## src/hdl/fit_policy_block_allocator_macros.svh

```systemverilog
// Assertion macros of the fit-policy block allocator RTL.
`ifndef FIT_POLICY_BLOCK_ALLOCATOR_MACROS_SVH
`define FIT_POLICY_BLOCK_ALLOCATOR_MACROS_SVH

// Check a consequence in the same cycle as its condition.
`define FPBA_ASSERT_SAME(label, clk, rst_n, ante, cons, msg) \
    label: assert property (@(posedge clk) disable iff (!rst_n) (ante) |-> (cons)) \
        else $error(msg);

// Check a consequence in the cycle after its condition.
`define FPBA_ASSERT_NEXT(label, clk, rst_n, ante, cons, msg) \
    label: assert property (@(posedge clk) disable iff (!rst_n) (ante) |=> (cons)) \
        else $error(msg);

`endif

```

## src/hdl/fpba_pkg.sv

```systemverilog
// Types and constants of the fit-policy block allocator.
`default_nettype none

package fpba_pkg;

    localparam int INDEX_W     = 4;
    localparam int AMOUNT_W    = 16;
    localparam int LEFT_W      = 16;
    localparam int COUNT_W     = 5;
    localparam int CFG_DATA_W  = 5;
    localparam int CFG_INDEX_W = 1;

    localparam logic [COUNT_W-1:0] BLOCK_COUNT_RESET = 5'd16;

    typedef enum logic [1:0] {
        FIT_FIRST = 2'd0,
        FIT_NEXT  = 2'd1,
        FIT_BEST  = 2'd2,
        FIT_WORST = 2'd3
    } fit_mode_t;

    typedef enum logic [1:0] {
        STAT_LOADED = 2'd0,
        STAT_ALLOC  = 2'd1,
        STAT_WAIT   = 2'd2
    } status_t;

    typedef enum logic {
        CMD_LOAD    = 1'b0,
        CMD_REQUEST = 1'b1
    } cmd_t;

    typedef enum logic [CFG_INDEX_W-1:0] {
        CFG_FIT_MODE    = 1'b0,
        CFG_BLOCK_COUNT = 1'b1
    } cfg_index_t;

    typedef enum logic [1:0] {
        ST_IDLE,
        ST_SCAN,
        ST_COMMIT,
        ST_RESULT
    } state_t;

    typedef struct packed {
        fit_mode_t          fit_mode;
        logic [COUNT_W-1:0] block_count;
    } cfg_t;

    typedef struct packed {
        status_t             status;
        logic [INDEX_W-1:0]  chosen_block;
        logic [LEFT_W-1:0]   left_over;
    } res_t;

endpackage

`default_nettype wire

```

## src/hdl/fpba_ram.sv

```systemverilog
// Generic single-write, single-read RAM with registered read data.
`default_nettype none

module fpba_ram #(
    parameter int WIDTH = 16,
    parameter int DEPTH = 16
) (
    input  wire logic                     clk,
    input  wire logic                     wr_en,
    input  wire logic [$clog2(DEPTH)-1:0] wr_addr,
    input  wire logic [WIDTH-1:0]         wr_data,
    input  wire logic                     rd_en,
    input  wire logic [$clog2(DEPTH)-1:0] rd_addr,
    output logic      [WIDTH-1:0]         rd_data
);

    logic [WIDTH-1:0] mem [DEPTH];

    always_ff @(posedge clk)
    begin
        if (wr_en)
        begin
            mem[wr_addr] <= wr_data;
        end
        if (rd_en)
        begin
            rd_data <= mem[rd_addr];
        end
    end

endmodule

`default_nettype wire

```

## src/hdl/fpba_ctrl.sv

```systemverilog
// Sequencer that loads sizes, scans the size table and commits allocations.
`default_nettype none
`include "fit_policy_block_allocator_macros.svh"

module fpba_ctrl #(
    parameter int NUM_BLOCKS = 16,
    parameter int SIZE_BITS  = 16
) (
    input  wire logic                               clk,
    input  wire logic                               rst_n,
    input  wire fpba_pkg::cfg_t                     cfg,
    input  wire logic                               in_valid,
    output logic                                    in_ready,
    input  wire logic                               in_cmd,
    input  wire logic [fpba_pkg::INDEX_W-1:0]       in_index,
    input  wire logic [fpba_pkg::AMOUNT_W-1:0]      in_amount,
    output logic                                    res_valid,
    input  wire logic                               res_ready,
    output fpba_pkg::res_t                          res,
    output logic                                    ram_rd_en,
    output logic [$clog2(NUM_BLOCKS)-1:0]           ram_rd_addr,
    input  wire logic [SIZE_BITS-1:0]               ram_rd_data,
    output logic                                    ram_wr_en,
    output logic [$clog2(NUM_BLOCKS)-1:0]           ram_wr_addr,
    output logic [SIZE_BITS-1:0]                    ram_wr_data
);

    import fpba_pkg::*;

    localparam int IDX_W = $clog2(NUM_BLOCKS);
    localparam int CNT_W = $clog2(NUM_BLOCKS + 1);
    localparam logic [SIZE_BITS-1:0] SIZE_MAX = '1;
    localparam logic [31:0] SIZE_MAX_W = 32'(SIZE_MAX);

    state_t               state_reg,      state_next;
    logic [CNT_W-1:0]     iss_cnt_reg,    iss_cnt_next;
    logic [CNT_W-1:0]     chk_cnt_reg,    chk_cnt_next;
    logic [IDX_W-1:0]     iss_addr_reg,   iss_addr_next;
    logic                 chk_valid_reg,  chk_valid_next;
    logic [IDX_W-1:0]     chk_addr_reg,   chk_addr_next;
    logic                 found_reg,      found_next;
    logic [IDX_W-1:0]     best_addr_reg,  best_addr_next;
    logic [SIZE_BITS-1:0] best_size_reg,  best_size_next;
    logic [AMOUNT_W-1:0]  amt_reg,        amt_next;
    logic [IDX_W-1:0]     start_addr_reg, start_addr_next;
    logic [IDX_W-1:0]     scan_start_reg, scan_start_next;
    res_t                 res_reg,        res_next;

    logic [CNT_W-1:0] blocks_used;
    logic [IDX_W-1:0] first_addr;
    logic             in_fire;
    logic             load_fire;
    logic             req_fire;
    logic             idx_in_range;
    logic [31:0]      idx_w;
    logic [31:0]      load_amt_w;
    logic [31:0]      load_size_w;
    logic [31:0]      diff_w;
    logic [31:0]      best_addr_w;
    logic             hit;
    logic             better;
    logic             scan_done;
    logic             early_hit;
    logic             update_best;

    always_comb
    begin
        if (32'(cfg.block_count) > NUM_BLOCKS)
        begin
            blocks_used = CNT_W'(NUM_BLOCKS);
        end
        else
        begin
            blocks_used = CNT_W'(cfg.block_count);
        end
    end

    assign first_addr = (cfg.fit_mode == FIT_NEXT && 32'(scan_start_reg) < 32'(blocks_used))
                        ? scan_start_reg : '0;

    assign in_fire   = in_valid && in_ready;
    assign load_fire = in_fire && (in_cmd == CMD_LOAD);
    assign req_fire  = in_fire && (in_cmd == CMD_REQUEST);

    assign idx_w        = 32'(in_index);
    assign idx_in_range = idx_w < NUM_BLOCKS;
    assign load_amt_w   = 32'(in_amount);
    assign load_size_w  = (load_amt_w > SIZE_MAX_W) ? SIZE_MAX_W : load_amt_w;
    assign diff_w       = 32'(best_size_reg) - 32'(amt_reg);
    assign best_addr_w  = 32'(best_addr_reg);

    assign hit = chk_valid_reg && (32'(amt_reg) <= 32'(ram_rd_data));

    always_comb
    begin
        unique case (cfg.fit_mode)
            FIT_BEST:  better = ram_rd_data < best_size_reg;
            FIT_WORST: better = ram_rd_data > best_size_reg;
            default:   better = 1'b0;
        endcase
    end

    assign scan_done   = chk_cnt_reg == blocks_used;
    assign early_hit   = hit && (cfg.fit_mode == FIT_FIRST || cfg.fit_mode == FIT_NEXT);
    assign update_best = (state_reg == ST_SCAN) && hit && (!found_reg || better);

    always_comb
    begin
        state_next = state_reg;
        unique case (state_reg)
            ST_IDLE:
            begin
                if (load_fire)
                begin
                    state_next = ST_RESULT;
                end
                else if (req_fire)
                begin
                    state_next = ST_SCAN;
                end
            end
            ST_SCAN:
            begin
                if (scan_done || early_hit)
                begin
                    state_next = ST_COMMIT;
                end
            end
            ST_COMMIT:
            begin
                state_next = ST_RESULT;
            end
            ST_RESULT:
            begin
                if (res_ready)
                begin
                    state_next = ST_IDLE;
                end
            end
            default:
            begin
                state_next = ST_IDLE;
            end
        endcase
    end

    always_comb
    begin
        in_ready    = state_reg == ST_IDLE;
        res_valid   = state_reg == ST_RESULT;
        res         = res_reg;
        ram_rd_en   = (state_reg == ST_SCAN) && (iss_cnt_reg < blocks_used);
        ram_rd_addr = iss_addr_reg;
        if (state_reg == ST_COMMIT)
        begin
            ram_wr_en   = found_reg;
            ram_wr_addr = best_addr_reg;
            ram_wr_data = diff_w[SIZE_BITS-1:0];
        end
        else
        begin
            ram_wr_en   = load_fire && idx_in_range;
            ram_wr_addr = idx_w[IDX_W-1:0];
            ram_wr_data = load_size_w[SIZE_BITS-1:0];
        end
    end

    always_comb
    begin
        iss_cnt_next    = iss_cnt_reg;
        chk_cnt_next    = chk_cnt_reg;
        iss_addr_next   = iss_addr_reg;
        chk_valid_next  = ram_rd_en;
        chk_addr_next   = ram_rd_addr;
        found_next      = found_reg;
        best_addr_next  = best_addr_reg;
        best_size_next  = best_size_reg;
        amt_next        = amt_reg;
        start_addr_next = start_addr_reg;
        scan_start_next = scan_start_reg;
        res_next        = res_reg;

        if (req_fire)
        begin
            iss_cnt_next    = '0;
            chk_cnt_next    = '0;
            iss_addr_next   = first_addr;
            start_addr_next = first_addr;
            found_next      = 1'b0;
            amt_next        = in_amount;
        end

        if (load_fire)
        begin
            res_next.status       = STAT_LOADED;
            res_next.chosen_block = in_index;
            res_next.left_over    = idx_in_range ? load_size_w[LEFT_W-1:0] : '0;
        end

        if (ram_rd_en)
        begin
            iss_cnt_next = iss_cnt_reg + 1'b1;
            if (32'(iss_addr_reg) + 32'd1 == 32'(blocks_used))
            begin
                iss_addr_next = '0;
            end
            else
            begin
                iss_addr_next = iss_addr_reg + 1'b1;
            end
        end

        if (state_reg == ST_SCAN && chk_valid_reg)
        begin
            chk_cnt_next = chk_cnt_reg + 1'b1;
        end

        if (update_best)
        begin
            found_next     = 1'b1;
            best_addr_next = chk_addr_reg;
            best_size_next = ram_rd_data;
        end

        if (state_reg == ST_COMMIT)
        begin
            if (found_reg)
            begin
                res_next.status       = STAT_ALLOC;
                res_next.chosen_block = best_addr_w[INDEX_W-1:0];
                res_next.left_over    = diff_w[LEFT_W-1:0];
            end
            else
            begin
                res_next.status       = STAT_WAIT;
                res_next.chosen_block = '0;
                res_next.left_over    = '0;
            end
            if (cfg.fit_mode == FIT_NEXT)
            begin
                scan_start_next = found_reg ? best_addr_reg : start_addr_reg;
            end
        end
    end

    always_ff @(posedge clk or negedge rst_n)
    begin
        if (!rst_n)
        begin
            state_reg      <= ST_IDLE;
            iss_cnt_reg    <= '0;
            chk_cnt_reg    <= '0;
            chk_valid_reg  <= 1'b0;
            found_reg      <= 1'b0;
            scan_start_reg <= '0;
        end
        else
        begin
            state_reg      <= state_next;
            iss_cnt_reg    <= iss_cnt_next;
            chk_cnt_reg    <= chk_cnt_next;
            chk_valid_reg  <= chk_valid_next;
            found_reg      <= found_next;
            scan_start_reg <= scan_start_next;
        end
    end

    always_ff @(posedge clk)
    begin
        iss_addr_reg   <= iss_addr_next;
        chk_addr_reg   <= chk_addr_next;
        best_addr_reg  <= best_addr_next;
        best_size_reg  <= best_size_next;
        amt_reg        <= amt_next;
        start_addr_reg <= start_addr_next;
        res_reg        <= res_next;
    end

    `FPBA_ASSERT_SAME(a_no_write_in_scan, clk, rst_n, state_reg == ST_SCAN, !ram_wr_en, "table written during scan")
    `FPBA_ASSERT_SAME(a_checks_follow_reads, clk, rst_n, state_reg == ST_SCAN, chk_cnt_reg <= iss_cnt_reg, "more entries checked than read")
    `FPBA_ASSERT_NEXT(a_commit_to_result, clk, rst_n, state_reg == ST_COMMIT, state_reg == ST_RESULT, "commit not followed by result")
    `FPBA_ASSERT_SAME(a_wait_is_empty, clk, rst_n, res_valid && res_reg.status == STAT_WAIT, res_reg.chosen_block == '0 && res_reg.left_over == '0, "wait result carries data")

endmodule

`default_nettype wire

```

## src/hdl/fit_policy_block_allocator.sv

```systemverilog
// Top level of the fit-policy block allocator.
//
// Input words on s_axis: tuser is the command (load or request), tdata holds
// the block index and the amount. Each input word gives one output word on
// m_axis: tuser is the status, tdata holds the chosen block and its left-over
// size. Configuration writes on cfg_* select the fit mode and the block count;
// cfg_ready is always high.
// A load's result is registered in the controller and then moves to the output
// register. A request reads the size table one entry per cycle through the RAM
// read port and reaches the output register through the scan, commit and result
// states; first and next fit stop the scan at the first block that fits. One
// word is in work at a time: the next word is accepted once the result has
// moved to the output register, which holds it while m_axis_tready is low.
// Reset clears the control state, sets first fit, 16 blocks and the next-fit
// pointer to zero; block sizes are undefined until loaded.
`default_nettype none

module fit_policy_block_allocator #(
    parameter int NUM_BLOCKS = 16,
    parameter int SIZE_BITS  = 16
) (
    input  wire logic                                clk,
    input  wire logic                                rst_n,
    input  wire logic                                cfg_valid,
    output logic                                     cfg_ready,
    input  wire logic [fpba_pkg::CFG_INDEX_W-1:0]    cfg_index,
    input  wire logic [fpba_pkg::CFG_DATA_W-1:0]     cfg_data,
    input  wire logic                                s_axis_tvalid,
    output logic                                     s_axis_tready,
    input  wire logic [23:0]                         s_axis_tdata,  // block_index, amount
    input  wire logic                                s_axis_tuser,  // cmd
    output logic                                     m_axis_tvalid,
    input  wire logic                                m_axis_tready,
    output logic [23:0]                              m_axis_tdata,  // chosen_block, left_over
    output logic [1:0]                               m_axis_tuser   // status
);

    import fpba_pkg::*;

    localparam int IDX_W = $clog2(NUM_BLOCKS);

    cfg_t       cfg_reg, cfg_next;
    logic       out_valid_reg, out_valid_next;
    res_t       out_res_reg, out_res_next;
    res_t       res;
    logic       res_valid;
    logic       res_ready;

    logic                 ram_rd_en;
    logic [IDX_W-1:0]     ram_rd_addr;
    logic [SIZE_BITS-1:0] ram_rd_data;
    logic                 ram_wr_en;
    logic [IDX_W-1:0]     ram_wr_addr;
    logic [SIZE_BITS-1:0] ram_wr_data;

    assign cfg_ready = 1'b1;

    always_comb
    begin
        cfg_next = cfg_reg;
        if (cfg_valid && cfg_ready)
        begin
            unique case (cfg_index_t'(cfg_index))
                CFG_FIT_MODE:    cfg_next.fit_mode    = fit_mode_t'(cfg_data[1:0]);
                CFG_BLOCK_COUNT: cfg_next.block_count = cfg_data;
                default:         cfg_next = cfg_reg;
            endcase
        end
    end

    assign res_ready = !out_valid_reg || m_axis_tready;

    always_comb
    begin
        out_valid_next = out_valid_reg;
        out_res_next   = out_res_reg;
        if (res_valid && res_ready)
        begin
            out_valid_next = 1'b1;
            out_res_next   = res;
        end
        else if (m_axis_tready)
        begin
            out_valid_next = 1'b0;
        end
    end

    always_ff @(posedge clk or negedge rst_n)
    begin
        if (!rst_n)
        begin
            cfg_reg.fit_mode    <= FIT_FIRST;
            cfg_reg.block_count <= BLOCK_COUNT_RESET;
            out_valid_reg       <= 1'b0;
        end
        else
        begin
            cfg_reg       <= cfg_next;
            out_valid_reg <= out_valid_next;
        end
    end

    always_ff @(posedge clk)
    begin
        out_res_reg <= out_res_next;
    end

    assign m_axis_tvalid = out_valid_reg;
    assign m_axis_tuser  = out_res_reg.status;
    assign m_axis_tdata  = {4'b0, out_res_reg.left_over, out_res_reg.chosen_block};

    fpba_ctrl #(
        .NUM_BLOCKS (NUM_BLOCKS),
        .SIZE_BITS  (SIZE_BITS)
    ) u_ctrl (
        .clk         (clk),
        .rst_n       (rst_n),
        .cfg         (cfg_reg),
        .in_valid    (s_axis_tvalid),
        .in_ready    (s_axis_tready),
        .in_cmd      (s_axis_tuser),
        .in_index    (s_axis_tdata[3:0]),
        .in_amount   (s_axis_tdata[19:4]),
        .res_valid   (res_valid),
        .res_ready   (res_ready),
        .res         (res),
        .ram_rd_en   (ram_rd_en),
        .ram_rd_addr (ram_rd_addr),
        .ram_rd_data (ram_rd_data),
        .ram_wr_en   (ram_wr_en),
        .ram_wr_addr (ram_wr_addr),
        .ram_wr_data (ram_wr_data)
    );

    fpba_ram #(
        .WIDTH (SIZE_BITS),
        .DEPTH (NUM_BLOCKS)
    ) u_size_ram (
        .clk     (clk),
        .wr_en   (ram_wr_en),
        .wr_addr (ram_wr_addr),
        .wr_data (ram_wr_data),
        .rd_en   (ram_rd_en),
        .rd_addr (ram_rd_addr),
        .rd_data (ram_rd_data)
    );

endmodule

`default_nettype wire

```

## config.mk

```make
export PLATFORM = sky130hd
export DESIGN_NAME = fit_policy_block_allocator
export DESIGN_NICKNAME = d
export VERILOG_FILES = /design/src/hdl/fpba_pkg.sv /design/src/hdl/fpba_ram.sv /design/src/hdl/fpba_ctrl.sv /design/src/hdl/fit_policy_block_allocator.sv
export VERILOG_INCLUDE_DIRS = /design/src /design/src/hdl
export SDC_FILE = /design/constraint.sdc
export NUM_CORES = 1
export LEC_CHECK = 0
export ABC_CLOCK_PERIOD_IN_PS = 4900
export BUFFER_PORTS_ARGS = -buffer_cell sky130_fd_sc_hd__buf_2
export CAP_MARGIN = 20
export CORE_AREA = 2 2 172 174
export DETAILED_ROUTE_END_ITERATION = 8
export DIE_AREA = 0 0 174 176
export PLACE_DENSITY = 0.78
export SLEW_MARGIN = 20
export SYNTH_ARGS = -nofsm -noshare
export SYNTH_HDL_FRONTEND = slang
export SYNTH_SLANG_ARGS = --single-unit
```

## constraint.sdc

```tcl
create_clock -name clk -period 4.9 [get_ports clk]
set_input_delay 1.47 -clock clk [delete_from_list [all_inputs] [get_ports clk]]
set_output_delay 1.47 -clock clk [all_outputs]
set_load 0.03 [all_outputs]
```

==> results of run 1 <==
==> cells in the mapped netlist, types with 9 or more instances <==
library cell  number
nor2b_1           13
mux2i_1           64
inv_1             67
mux2_2            23
nand2_1          101
a22oi_1           18
ha_1              61
xor2_1            13
mux4_2            32
nand3_1           29
a21oi_1           46
buf_4              9
o21ai_0           58
clkbuf_1          23
dfrtp_1           25
buf_2             10
nor2_1            39
a221oi_1          19
edfxtp_1         360
and2_1             9
==> through the flow <==
stage               util, %  instances  area, um2  setup WS [ns]
floorplan                 -       1147      17050          1.180
global placement      62.64       1575      17880          1.608
detailed placement    62.64       1575      17880          1.431
CTS                   67.00       1646      19130          1.438
global route          67.05       1647      19140          1.088
finish                67.05       1647      19140          1.369
==> cell type report <==
type                       instances  share of cell area [%]
sequential                       390                   60.31
multi-input combinational        644                   26.48
clock buffer                      48                   5.387
timing repair buffer              90                   2.863
tap                              384                   2.510
inverter                          68                   1.334
clock inverter                    23                   1.124
==> cell usage in the layout, fill, tap and decap left out, types with 5 or more instances in the layout <==
cell and n:
edfxtp_1 360, nand2_1 101, inv_1 67, mux2i_1 64
ha_1 61, o21ai_0 57, buf_2 56, a21oi_1 44
clkbuf_16 40, buf_4 33, mux4_2 32, nand3_1 29
nor2_1 27, dfrtp_1 25, mux2_2 23, a221oi_1 19
a22oi_1 18, xor2_1 13, nor2b_1 12, nor2_2 12
and2_1 9, clkinv_1 9, a21o_1 8, nor3_1 8
nand4_1 8, clkbuf_1 8, clkinv_2 7, nand2b_1 6
o211ai_1 6, o21a_1 5, o31ai_1 5, xnor2_1 5
o22ai_1 5, conb_1 5
==> cell families after synthesis <==
| kind of cell | Yosys count |
|---|---|
| buffers and inverters | 113 |
| DFF | 390 |
| muxes | 119 |
| xor gates and xnor gates | 18 |
| adders and majority gates | 62 |
| other | 2 |
| and+or+nand+nor | 231 |
| AOI/OAI and AO/OA | 209 |
==> path summary, 6_finish.rpt <==
| check | startpoint | end | slack (ns) | cells after the start |
|---|---|---|---|---|
| worst max-delay path | u_ctrl.state_reg[0] | u_size_ram.mem[13][14] | 1.37 | 9 |
| worst min-delay path | u_ctrl.chk_addr_reg[0] | u_ctrl.best_addr_reg[0] | 0.40 | 0 |
| worst max register to register | u_ctrl.state_reg[0] | u_size_ram.mem[13][14] | 1.37 | 9 |
| worst min register to register | u_ctrl.chk_addr_reg[0] | u_ctrl.best_addr_reg[0] | 0.40 | 0 |
| max in group asynchronous | rst_n | u_ctrl.scan_start_reg[2] | 3.57 | 1 |
| min in group asynchronous | rst_n | cfg_reg[5] | 0.94 | 1 |
==> layer usage <==
layer  vias up  share of wire [%]
met1      5055                 41
met4         0                3.0
met2       501                 49
met5         -                  0
met3        97                7.6
li1       4570                  -
==> worst max-delay path: stages (launching register included) <==
cell and delay [ns]:
dfrtp_1 0.43, inv_1 0.13, ha_1 0.60, nand2_1 0.53, inv_1 0.42, nand2_1 0.13, o21ai_0 0.20, nand2_1 0.24
nor2_2 0.18, buf_4 0.33
==> where the power goes <==
part           internal (mW)  total, mW  switching, mW
Sequential              4.54       4.82          0.277
Combinational           1.27       3.65           2.37
Clock                   1.67       2.89           1.22
==> metrics, run 1 <==
outcome=finished clean; Clock Latency Late Sink=approximately 0.54 ns; min Tclk post-route=3.531 ns; # hold bufs at CTS=0; Max Cap Viol=0; GR Layer Usage met3=3.704%; post-synthesis mux area share=about a tenth; Ant. Diodes=0; synth warn=0; Adder-Cell Fraction of Synth Area=4.597%; CTS tree=done; routed vias=around 10000; relative slew slack=29.43%; Syn Inst Count=1144; Multi-input gate area=5067 um2; Synth Area in XOR/XNOR=0.9252%; clock sinks=390; worst path required time=~5.1 ns; post-synth top area share=63.44%; gr ovfl total=0; compound-gate portion of the synthesized area=slightly above 8%; setup bufs post-CTS=0; final clock skew=~0.015 ns; # resized after CTS=0; register area=about 12000 um2; post-synthesis sequential area ratio=67.74%; largest fanout on the critical path=17; DRT Wirelength=about 38000 um; met1 Use GR=34.10%; Final period util=~72%; unrepaired setup endpoints after global routing=false; largest area contributor in the netlist=edfxtp_1; htree depth=2; vias in the first global route=10370; IR drop worst, VDD=261.5 uV; Post-synth top flop=edfxtp_1; gr usage total=25.18%; first-pass GRT wire length=around 58000 um; CP endpoint kind=flip-flop; layout cells sized above 1=17.74%; CTS max path bufs=3; Die Area=30620 um2; busiest metal layer after global routing=met2; top cells by area, synth=edfxtp_1, ha_1, mux4_2, mux2i_1, dfrtp_1; drt drc=0; die outline width=174 um; Via density=roughly 6.2; drt wl/cell=23.01 um; EDFF count, synth=360; # nets final=around 1300; max FFs per register=256; Least-Margin Pin Slew=approximately 1.1 ns; Fmax=roughly 0.28 GHz; Port Buffers=55; Cell Area, Synth=17040 um2; Post-DP HPWL=between 20000 and 25000 um; Final Hold Viols=0; Detail Route Antenna Nets=0; row cnt=62; gpl congestion=0.8837; combinational family with the most area after synthesis=multiplexers; TritonRoute pass-1 iters=7; P&R area growth vs syn=12.32%; critical path arrival=3.73 ns; Simple-Gate Fraction of Synth Area=6.263%; total negative slack=0 ns; final setup vio count=0; Synth Register Bits=390; core area=around 29000 um2; CTS Root Cell=clkbuf_16; syn_area_per_cell=about 15 um2; leakage=between 7 and 8 nW; DRT iter0 DRCs=1155; Hold Crit Class=flip-flop to flip-flop; CP Launch Type=flip-flop; antenna violations before repair=0; Ports=65; Cell variety after synth=70; final hold slack=0.4029 ns; final slew viol count=0; Post-synth ARST share=6.667%; Num CTS Buffers=40; M2 GR Usage=41.98%; Die Y=roughly 180 um; starting density of the core=59.69%; WS Path Type=flip-flop to flip-flop; register clock-pin slew on the reported worst setup and hold paths=about 0.060 ns; Final Total Pwr=11.35 mW; # fillers=1956; pin count of the biggest net entering global routing=104; power per standard cell area=593.2 nW/um2
No activity file was read; power rests on OpenSTA's default activity.
==> run 2: changes to the inputs <==
- ABC_CLOCK_PERIOD_IN_PS: 4900 -> 3400
- clock period: 4.9 -> 3.4 ns (I/O delays scaled with it)
==> metrics, run 2 (synthesis results as in run 1) <==
Port Buffers=55; htree depth=2; WS Path Type=flip-flop to flip-flop; Fmax=~0.32 GHz; CP max stage delay=0.73 ns; Min-Delay Path Depth=0; CTS Root Cell=clkbuf_16; most frequent cells in the layout=edfxtp_1, nand2_1, inv_1, mux2i_1, ha_1; CP Launch Type=flip-flop; first-pass GRT wire length=58030 um; r2r setup slk=approximately 0.23 ns; final setup vio count=0; reg2reg path depth=10; final slew viol count=0; Placed Cells=1597; Final Total Pwr=16.38 mW; # nets final=1352; drt wl/cell=22.68 um; total negative slack=0 ns; Ports=65; hold worst-path end=u_ctrl.best_addr_reg[0]; Via density=6.135; Multi-input gate area=5054 um2; relative slew slack=36.70%; critical path arrival=3.38 ns; DRT iter0 DRCs=between 900 and 1000; layout cells sized above 1=18.60%; CP dominant cell by count=inv_1; Detail Route Antenna Nets=0; Post-DP HPWL=roughly 24000 um; final clock skew=about 0.018 ns; pin count of the biggest net entering global routing=38; # fillers=1957; Crit path max-delay family=compound AO/OA/AOI/OAI gates; # hold bufs at CTS=0; register clock-pin slew on the reported worst setup and hold paths=about 0.060 ns; CTS max path bufs=3; Final period util=between 90% and 100%; vias in the first global route=10280; gr usage total=25.14%; starting density of the core=59.69%; setup bufs post-CTS=0; Least-Margin Pin Slew=between 0.9 and 1 ns; gr ovfl total=0; worst path required time=3.61 ns; Ant. Diodes=0; Hold Crit Class=flip-flop to flip-flop; row cnt=62; largest fanout on the critical path=16; Non-Filler Instances=1669; Die Y=176 um; Critical Path Slowest Stage Cell=mux2i_2; gpl congestion=0.8814; clock sinks=slightly below 400; # resized after CTS=0; CP endpoint kind=flip-flop; crit-path cells=inv_1, ha_1, inv_1, fa_1, a211o_1, a21oi_1, o21ai_0, nor2_1, xor2_1, mux2i_2; R2R Path End=u_size_ram.mem[15][10]; die outline width=174 um; min Tclk post-route=approximately 3.2 ns; most common cell after layout, fill and taps aside=edfxtp_1; Clock Latency Late Sink=0.53 ns; core area=28550 um2; drt drc=0; TritonRoute pass-1 iters=7; max FFs per register=about 260; outcome=finished clean; DRT Wirelength=37850 um; unrepaired setup endpoints after global routing=false; routed vias=10240; Final Hold Viols=0; P&R area growth vs syn=13.04%; beginning of the worst hold path=u_ctrl.chk_addr_reg[0]; WP buf/inv=2; Num CTS Buffers=39; leakage=7.140 nW; antenna violations before repair=1; Die Area=between 30000 and 40000 um2; power per standard cell area=approximately 850 nW/um2; Max Cap Viol=0; Worst R2R Start=u_ctrl.best_size_reg[0]; IR drop worst, VDD=453.0 uV; CTS tree=done; register area=11540 um2
[run 2: changes by cell type in the layout (fill, tap and decap cells not counted), sizes merged]
| cell | delta |
|---|---|
| clkbuf | +1 |
| clkinvlp | -1 |
| buf | +21 |
| inv | -1 |
| clkinv | +3 |
| bufinv | -1 |
[run 2: per-layer routing]
layer | vias to the layer above | global-route usage [%] | wire length [um]
li1 | 4604 | - | -
met1 | 5095 | 33.77 | 15440
met2 | 450 | 41.45 | 18350
met3 | 88 | 4.565 | 2900
met4 | 2 | 9.699 | 1147
met5 | - | 0 | 13
[run 2: worst max path at each step]
stage | startpoint | endpoint | cells after the start
6_report | u_ctrl.best_size_reg[0] | u_size_ram.mem[15][10] | 10
5_1_grt | u_ctrl.best_size_reg[0] | u_size_ram.mem[5][10] | 10
4_1_cts | u_ctrl.best_size_reg[0] | u_size_ram.mem[5][10] | 10
3_5_place_dp | u_ctrl.best_size_reg[0] | u_size_ram.mem[13][10] | 10
3_3_place_gp | u_ctrl.best_size_reg[0] | u_size_ram.mem[12][10] | 10
2_1_floorplan | u_size_ram.rd_data[15] | u_ctrl.best_addr_reg[0] | 7
[run 2: per-stage QoR]
step / worst slack [ns] / hold slack, ns / utilization (%) / instance area (um2)
after global routing: 0.005635 / 0.4142 / 67.47 / 19260
after global placement: 0.02827 / 0.3875 / 63.22 / 18050
after floorplan: 0.2230 / 0.3462 / - / 17050
after CTS: 0.2748 / 0.4064 / 67.47 / 19260
final: 0.2287 / 0.4095 / 67.47 / 19260
after detailed placement: 0.2933 / 0.3904 / 63.24 / 18050
[run 2: area by class of cell]
class	count	area share, %
timing repair buffer	111	3.741
inverter	68	1.325
sequential	390	59.92
multi-input combinational	644	26.24
clock inverter	23	0.9094
clock buffer	49	5.372
tap	384	2.494
[run 2: worst reg2reg max path: cells and delay by family, from the launching register on]
kind	cells	cell delay, ns
buffers and inverters	2	0.13
AND/OR/NAND/NOR	1	0.18
XOR/XNOR	1	0.11
AO/OA/AOI/OAI	3	0.77
multiplexers	1	0.73
flip-flops	1	0.39
adder cells (fa/ha/maj)	2	0.54
[run 2: power by group]
group	leakage (nW)	internal (mW)	switching (mW)
Combinational	2.92	1.95	3.30
Sequential	3.63	6.53	0.524
Clock	0.593	2.32	1.74
Total	7.14	10.8	5.57
